`src/rtl/chbd_pkg.sv`:
```
// Shared types, constants and helpers for the HTTP chunked body decoder.
// Depends on nothing; used by chbd_step, http_chunked_body_decoder and the testbench.
`timescale 1ns / 1ps

package chbd_pkg;

    localparam int SIZE_BITS_DEF = 32;
    localparam int PHASE_W       = 3;
    localparam int BYTE_W        = 8;

    // Parse phase codes.
    localparam logic [PHASE_W-1:0] PH_SIZE    = 3'd0;
    localparam logic [PHASE_W-1:0] PH_EXT     = 3'd1;
    localparam logic [PHASE_W-1:0] PH_PAYLOAD = 3'd2;
    localparam logic [PHASE_W-1:0] PH_PEND    = 3'd3;
    localparam logic [PHASE_W-1:0] PH_TRAILER = 3'd4;
    localparam logic [PHASE_W-1:0] PH_THDR    = 3'd5;
    localparam logic [PHASE_W-1:0] PH_FINAL   = 3'd6;

    localparam logic [BYTE_W-1:0] CH_SEMI = 8'h3B;
    localparam logic [BYTE_W-1:0] CH_LF   = 8'h0A;
    localparam logic [BYTE_W-1:0] CH_CR   = 8'h0D;

    typedef struct packed {
        logic              payload_valid;
        logic [BYTE_W-1:0] out_byte;
        logic              complete;
    } res_t;

    typedef struct packed {
        logic       is_hex;
        logic [3:0] value;
    } hex_t;

    // Decodes one ASCII hex digit in either case.
    function automatic hex_t hex_decode(input logic [BYTE_W-1:0] c);
        hex_t h;
        h.is_hex = 1'b0;
        h.value  = 4'd0;
        if (c inside {[8'h30:8'h39]})
        begin
            h.is_hex = 1'b1;
            h.value  = c[3:0];
        end
        else if (c inside {[8'h41:8'h46], [8'h61:8'h66]})
        begin
            h.is_hex = 1'b1;
            h.value  = c[3:0] + 4'd9;
        end
        return h;
    endfunction

endpackage

```
`src/rtl/http_chunked_body_decoder.sv`:
```
// HTTP chunked body decoder: one raw body byte in, one result out per transaction.
// An accepted byte's result is held in the output register from the next cycle on.
// Throughput: one byte per cycle while downstream does not stall, set by the combinational
// parse step and the output register, which takes a new byte in the cycle its result is taken.
// Reset (rst_n low, asynchronous): size phase, count zero, output register empty.
// Depends on chbd_pkg and chbd_step.
`timescale 1ns / 1ps

module http_chunked_body_decoder #(
    parameter int SIZE_BITS = chbd_pkg::SIZE_BITS_DEF
) (
    input  logic                        clk,
    input  logic                        rst_n,
    input  logic                        in_valid,
    output logic                        in_stall,
    input  logic [chbd_pkg::BYTE_W-1:0] in_byte,
    output logic                        out_valid,
    input  logic                        out_stall,
    output logic                        payload_valid,
    output logic [chbd_pkg::BYTE_W-1:0] out_byte,
    output logic                        complete
);
    import chbd_pkg::*;

    logic [PHASE_W-1:0]   phase_reg;
    logic [PHASE_W-1:0]   phase_next;
    logic [SIZE_BITS-1:0] count_reg;
    logic [SIZE_BITS-1:0] count_next;
    logic                 out_valid_reg;
    res_t                 res_reg;
    res_t                 res_next;
    logic                 accept;

    chbd_step #(
        .SIZE_BITS (SIZE_BITS)
    ) u_step (
        .in_byte    (in_byte),
        .phase      (phase_reg),
        .count      (count_reg),
        .phase_next (phase_next),
        .count_next (count_next),
        .res        (res_next)
    );

    // A held result blocks the input only while downstream stalls it.
    assign in_stall = out_valid_reg && out_stall;
    assign accept   = in_valid && !in_stall;

    always_ff @(posedge clk or negedge rst_n)
    begin
        if (!rst_n)
        begin
            phase_reg     <= PH_SIZE;
            count_reg     <= '0;
            out_valid_reg <= 1'b0;
        end
        else
        begin
            if (accept)
            begin
                phase_reg <= phase_next;
                count_reg <= count_next;
            end
            if (accept)
                out_valid_reg <= 1'b1;
            else if (!out_stall)
                out_valid_reg <= 1'b0;
        end
    end

    always_ff @(posedge clk)
    begin
        if (accept)
            res_reg <= res_next;
    end

    assign out_valid     = out_valid_reg;
    assign payload_valid = res_reg.payload_valid;
    assign out_byte      = res_reg.out_byte;
    assign complete      = res_reg.complete;

    a_no_payload_when_complete: assert property (@(posedge clk) disable iff (!rst_n)
        out_valid |-> !(payload_valid && complete))
        else $error("payload byte reported after completion");

    a_complete_sticks: assert property (@(posedge clk) disable iff (!rst_n)
        out_valid && complete |=> !out_valid || complete)
        else $error("complete dropped after being set");

    a_idle_byte_zero: assert property (@(posedge clk) disable iff (!rst_n)
        out_valid && !payload_valid |-> out_byte == '0)
        else $error("non-payload result carries a nonzero byte");

    a_stall_needs_result: assert property (@(posedge clk) disable iff (!rst_n)
        in_stall |-> out_valid)
        else $error("input stalled with an empty output register");

endmodule

```
`src/rtl/chbd_step.sv`:
```
// Next-state and result logic for one body byte of the chunked decoder.
// Depends on chbd_pkg.
`timescale 1ns / 1ps

module chbd_step #(
    parameter int SIZE_BITS = chbd_pkg::SIZE_BITS_DEF
) (
    input  logic [chbd_pkg::BYTE_W-1:0]  in_byte,
    input  logic [chbd_pkg::PHASE_W-1:0] phase,
    input  logic [SIZE_BITS-1:0]         count,
    output logic [chbd_pkg::PHASE_W-1:0] phase_next,
    output logic [SIZE_BITS-1:0]         count_next,
    output chbd_pkg::res_t               res
);
    import chbd_pkg::*;

    hex_t                 hex;
    logic [SIZE_BITS-1:0] count_shift;
    logic [SIZE_BITS-1:0] count_dec;
    logic [PHASE_W-1:0]   size_end_phase;
    logic                 is_lf;

    assign hex         = hex_decode(in_byte);
    assign count_shift = {count[SIZE_BITS-5:0], hex.value};
    assign count_dec   = count - {{(SIZE_BITS-1){1'b0}}, 1'b1};
    assign is_lf       = (in_byte == CH_LF);
    // A size line that ends with a zero count starts the trailer.
    assign size_end_phase = (count == '0) ? PH_TRAILER : PH_PAYLOAD;

    always_comb
    begin
        phase_next        = phase;
        count_next        = count;
        res.payload_valid = 1'b0;
        res.out_byte      = '0;
        case (phase)
            PH_SIZE:
            begin
                if (hex.is_hex)
                    count_next = count_shift;
                else if (in_byte == CH_SEMI)
                    phase_next = PH_EXT;
                else if (is_lf)
                    phase_next = size_end_phase;
            end
            PH_EXT:
            begin
                if (is_lf)
                    phase_next = size_end_phase;
            end
            PH_PAYLOAD:
            begin
                res.payload_valid = 1'b1;
                res.out_byte      = in_byte;
                count_next        = count_dec;
                if (count_dec == '0)
                    phase_next = PH_PEND;
            end
            PH_PEND:
            begin
                if (is_lf)
                    phase_next = PH_SIZE;
            end
            PH_TRAILER:
            begin
                if (is_lf)
                    phase_next = PH_FINAL;
                else if (in_byte != CH_CR)
                    phase_next = PH_THDR;
            end
            PH_THDR:
            begin
                if (is_lf)
                    phase_next = PH_TRAILER;
            end
            default:
            begin
                phase_next = phase;
            end
        endcase
        res.complete = (phase_next == PH_FINAL);
    end

endmodule

```
`config.mk`:
```
export PLATFORM = sky130hd
export DESIGN_NAME = http_chunked_body_decoder
export DESIGN_NICKNAME = d
export VERILOG_FILES = /design/src/rtl/chbd_pkg.sv /design/src/rtl/http_chunked_body_decoder.sv /design/src/rtl/chbd_step.sv
export SDC_FILE = /design/constraint.sdc
export NUM_CORES = 1
export LEC_CHECK = 0
export BUFFER_PORTS_ARGS = -buffer_cell sky130_fd_sc_hd__buf_2
export CORE_MARGIN = 5
export CORE_UTILIZATION = 55
export CTS_CLUSTER_DIAMETER = 200
export DETAILED_ROUTE_END_ITERATION = 6
export PLACE_DENSITY = 0.8
export SYNTH_ARGS = -nofsm -noshare
export SYNTH_HDL_FRONTEND = slang
export SYNTH_SLANG_ARGS = --single-unit
```
`constraint.sdc`:
```
create_clock -name clk -period 2.4 [get_ports clk]
set_input_delay 0.36 -clock clk [delete_from_list [all_inputs] [get_ports clk]]
set_output_delay 0.36 -clock clk [all_outputs]
set_load 0.01 [all_outputs]
```
Word-level counts from Yosys, hierarchy flattened
Index checks and enable logic that the tools add are counted.
- bits in registers: 46
- input port bits: 12
- output and inout port bits: 12
- add/sub/neg operators: 2
- order comparisons: 6
- equal/unequal tests: 11
- multiplexer cells: 17
- reductions and logical operators: 12
- operators with widths (kind ; number):
    32-bit zero test ; 2
    32-bit case mux with 2 select lines ; 1
    32-bit 2-to-1 mux ; 1
    32-bit by 1-bit subtractor with 32-bit output (second input constant) ; 1
    3-bit 2-to-1 mux ; 9
    3-bit case mux with 6 select lines ; 1
    8-bit by 7-bit greater-or-equal comparator with 1-bit output (second input constant) ; 2
    8-bit by 7-bit <= comparator with 1-bit output (second input constant) ; 2
    5-bit 2-to-1 mux ; 2
    3-bit == test (second input constant) ; 3
    9-bit 2-to-1 mux ; 1
    8-bit by 4-bit == test with 1-bit output (second input constant) ; 1
    8-bit by 6-bit == test with 1-bit output (second input constant) ; 1
    8-bit by 6-bit greater-or-equal comparator with 1-bit output (second input constant) ; 1
    8-bit by 6-bit <= comparator with 1-bit output (second input constant) ; 1
    8-bit by 4-bit inequality test with 1-bit output (second input constant) ; 1
    3-bit by 2-bit == test with 1-bit output (second input constant) ; 2
    1-bit logical AND ; 5
    4-bit adder (second input constant) ; 1
    2-bit by 1-bit inequality test with 1-bit output (second input constant) ; 2
    2-bit nonzero test ; 2
    3-bit by 1-bit == test with 1-bit output (second input constant) ; 1
    3-bit zero test ; 1
    3-bit AND reduction ; 1
    other kinds (2) ; 3

Depth between registers and ports, before layout
- depth in word-level cells: 8
- depth in mapped cells: 11
- mapped depth without buffers: 9

Hierarchy
From an unflattened synthesis, not the netlist that was laid out.
- cell total of the unflattened synthesis: 430
- area, all modules: 3991.3 µm²
- modules (own cells, without submodules) (module ; instances ; cells an instance ; area an instance (µm²) ; seq. area each (µm²)):
    chbd_step ; 1 ; 342 ; 2192.1 ; 0.0
    http_chunked_body_decoder ; 1 ; 88 ; 1799.2 ; 1201.2

Least setup slack after synthesis
OpenSTA, ideal clock, no wires.
- path type: register to register
- start: reg count_reg[27]
- end: reg phase_reg[0]
- arrival: 2.136 ns
- required time: 2.316 ns
- path slack: 0.180 ns
- stages on the path, launching flop included: 8
- buffers on the path: 1
- period minus slack after synthesis: 2.220 ns
- cell sequence: dfrtp_1 clkbuf_1 or4_1 nor4_1 xor2_1 nor4_1 nand4_1 a41oi_2
- cells in the longest elaborated chain, start to end: 4
- RTL lines (what ; RTL line ; text):
    start, declared ; http_chunked_body_decoder.sv:27 ; logic [SIZE_BITS-1:0] count_reg;
    start signal, assigned ; http_chunked_body_decoder.sv:62 ; count_reg <= count_next;
    32-bit by 1-bit subtractor with 32-bit output ; chbd_step.sv:25 ; assign count_dec = count - {{(SIZE_BITS-1){1'b0}}, 1'b1};
    32-bit zero test ; chbd_step.sv:56 ; if (count_dec == '0)
    3-bit 2-to-1 mux ; chbd_step.sv:56 ;
    3-bit case mux with 6 select lines ; chbd_step.sv:36 ; case (phase)
    end signal, assigned ; http_chunked_body_decoder.sv:61 ; phase_reg <= phase_next;
    end, declared ; http_chunked_body_decoder.sv:25 ; logic [PHASE_W-1:0] phase_reg;
No other way between the ends.
A chain may end at the register's enable or synchronous reset.

Worst setup path in the final report
- start: reg count_reg[10]
- end: reg phase_reg[0]
Same word-level chain as after synthesis.

==> out/results.txt <==
Static Leakage: 1.53 nW
Sequential share of power: 39.1%
Port bufs: 23
Placer Congestion: 0.929
Synth Instances: 407
Tot GR Track Use: 22.8%
First-pass GRT wire length: 13900 um
Initial Utilization: 55.5%
Post-synthesis area per instance: 7.93 um^2
Clock root cell: clkbuf_8
Vias/cell: 6.34
Distinct cells, synth: 53
Reg clk slew, reported paths: 100 ps
Startpoint Class: flip-flop
CTS tree: done
Commonest non-fill, non-tap cell in the layout: a21oi_1
Critical Path AT: 2540 ps
Proportion of layout cells with a drive suffix above 1: 20.9%
Clock sink count: 46
Max VDD drop: 0.583 mV
Primary FF master, synth: dfrtp_1
FMAX: 0.435 GHz
DRT Wirelength: 8340 um
IO Count: 24
Die height: 86.6 um
Internal: 1.88 mW
Crit path time final: 2300 ps
Max FFs per register: 32
# DRC: 0
Diode count: 0
Most Crowded Layer GR: met2
CP endpoint kind: flip-flop
FP Rows: 28
GR Util met2: 36.6%
Dpl hpwl: 5830 um
Initial antenna violation count: 0
Clock Power Share: 14.6%
Multi-input gate area: 1890 um^2
Required @ worst endpoint: 2640 ps
Die Wd: 86.6 um
Gr ovfl total: 0
Seq. cell area: 1200 um^2
Clk_lat worst skew: 310 ps
Ys async rst share: 78.3%
Largest net degree at the start of global routing: 48
Worst Tran Pin Value: 830 ps
Relative max-transition margin: 44.6%
Met3 usage: 2.76%
# setup viols final: 0
Crit path kind: flip-flop to flip-flop
Fill cells: 501
GRT met1 Usage: 32.6%
Vias: 3272
#FFs+latches synth: 46
Setup Skew: 14.1 ps
Net Sw Frac: 42.8%
Bufs on Longest Clock Path: 2
Synthesized area: 3230 um^2
Combinational share of power: 46.3%
Area Overhead vs Synth: 15.8%
Final slew viol count: 0
Worst Path Max Fanout: 3
Commonest cells after routing, fill and taps aside: a21oi_1, nor2_1, buf_4
Max-cap viol count: 0
CTS buffer count: 5
Final Cycle Share: 95.9%
Initial drt markers: 287
Net switching power: 1.40 mW
Final hold vios: 0
Core area: 5820 um^2
Vias in the first global route: 2881
Net Count, Synth: 425
Yosys Warn Count: 0
First-pass DRT Iterations: 5
Final ANT Viol Nets: 0
Post-synth EDFFs: 10
WL/cell: 16.2 um
H-tree lvl count: 2
Total Power: 3.28 mW
Total die area: 7500 um^2
CTS Hold Bufs: 0
Status: finished, final reports clean
Final #Nets: 458
Pwr per Cell Area: 877 nW/um^2
HP Class: primary input to asynchronous set/reset pin
Register area share after synthesis: 37.2%
Setup_tns: 0 ps
## per-stage QoR
step / util [%] / setup WS, ps / hold WS, ps / cell area (um^2) / instances
finish: 64.3 / 99.3 / 142 / 3740 / 516
global route: 64.3 / -65.4 / 211 / 3740 / 516
CTS: 63.2 / 2.53 / 168 / 3680 / 513
detailed placement: 61.3 / 64.2 / 504 / 3560 / 504
global placement: 61.3 / 158 / 495 / 3560 / 504
floorplan: - / 180 / 64.4 / 3230 / 407
## power by group through the flow
stage | registers [mW] | logic (mW) | clock network, mW
CTS | 1.27 | 1.43 | 0.495
global placement | 1.28 | 1.36 | 0
floorplan | 1.17 | 1.02 | 0
finish | 1.28 | 1.52 | 0.480
global route | 1.31 | 1.65 | 0.524
detailed placement | 1.29 | 1.38 | 0
## cells in the mapped netlist (all sizes together), types with 4 or more instances
library cell / instances / share of area [%]
nor2: 48 / 5.6
nand4: 8 / 1.6
o22ai: 15 / 2.9
and3: 8 / 1.6
nor3: 23 / 3.7
nand3b: 4 / 0.93
or3: 4 / 0.78
o31ai: 5 / 1.2
a22oi: 9 / 2.1
a21oi: 49 / 7.6
dfrtp: 36 / 28
nand2: 33 / 3.9
nor4: 16 / 4.4
xnor2: 4 / 1.1
ha: 6 / 2.3
clkbuf: 27 / 3.2
buf: 8 / 1.6
o21ai: 31 / 4.8
inv: 12 / 1.4
edfxtp: 10 / 9.3
xor2: 7 / 1.9
nand3: 7 / 1.1
## cell type report
cell class,instances,share of cell area (%)
timing repair buffer,61,11.0
clock buffer,5,1.84
sequential,46,32.2
tap,75,2.51
clock inverter,3,0.569
inverter,12,1.20
multi-input combinational,314,50.6
## per-layer routing
layer	part of all wire, %	wire length (um)	vias up
li1	-	-	1559
met5	0	0	-
met4	2.0	165	0
met3	7.3	611	25
met2	47	3940	154
met1	43	3620	1534
## what timing repair did
action,CTS,global route
pin swaps,6,2
gates resized for setup,3,8
endpoints found under the setup margin,1,4
setup buffers,1,3
## worst max-delay path, cell delays in order (launching register included)
cell and delay [ps]:
dfrtp_2 410, or4_4 540, or3_4 350, nor4_4 240, o2111ai_1 180, nor4_2 190
nand4_1 140, a41oi_2 180
## logic make-up (layout without fill, tap and decap cells)
group | Yosys count | after routing | synth area share [%]
xor+xnor | 11 | 11 | 2.98
compound gates | 128 | 128 | 23.7
buf+inv | 47 | 81 | 6.16
simple gates | 169 | 169 | 27.6
flops | 46 | 46 | 37.2
fa+ha+maj | 6 | 6 | 2.33
## worst paths after layout
path	cells past startpoint	startpoint	end	slack (ps)
setup / recovery	7	count_reg[10]$_DFFE_PN0P_	phase_reg[0]$_DFFE_PN0P_	100
hold / removal	1	rst_n	count_reg[1]$_DFFE_PN0P_	140
setup reg to reg	7	count_reg[10]$_DFFE_PN0P_	phase_reg[0]$_DFFE_PN0P_	100
hold reg to reg	2	out_valid$_DFFE_PN0P_	out_valid$_DFFE_PN0P_	530
max in group asynchronous	1	rst_n	count_reg[4]$_DFFE_PN0P_	1670
min in group clk	2	in_valid	out_valid$_DFFE_PN0P_	260
(Power assumes the default switching activity.)
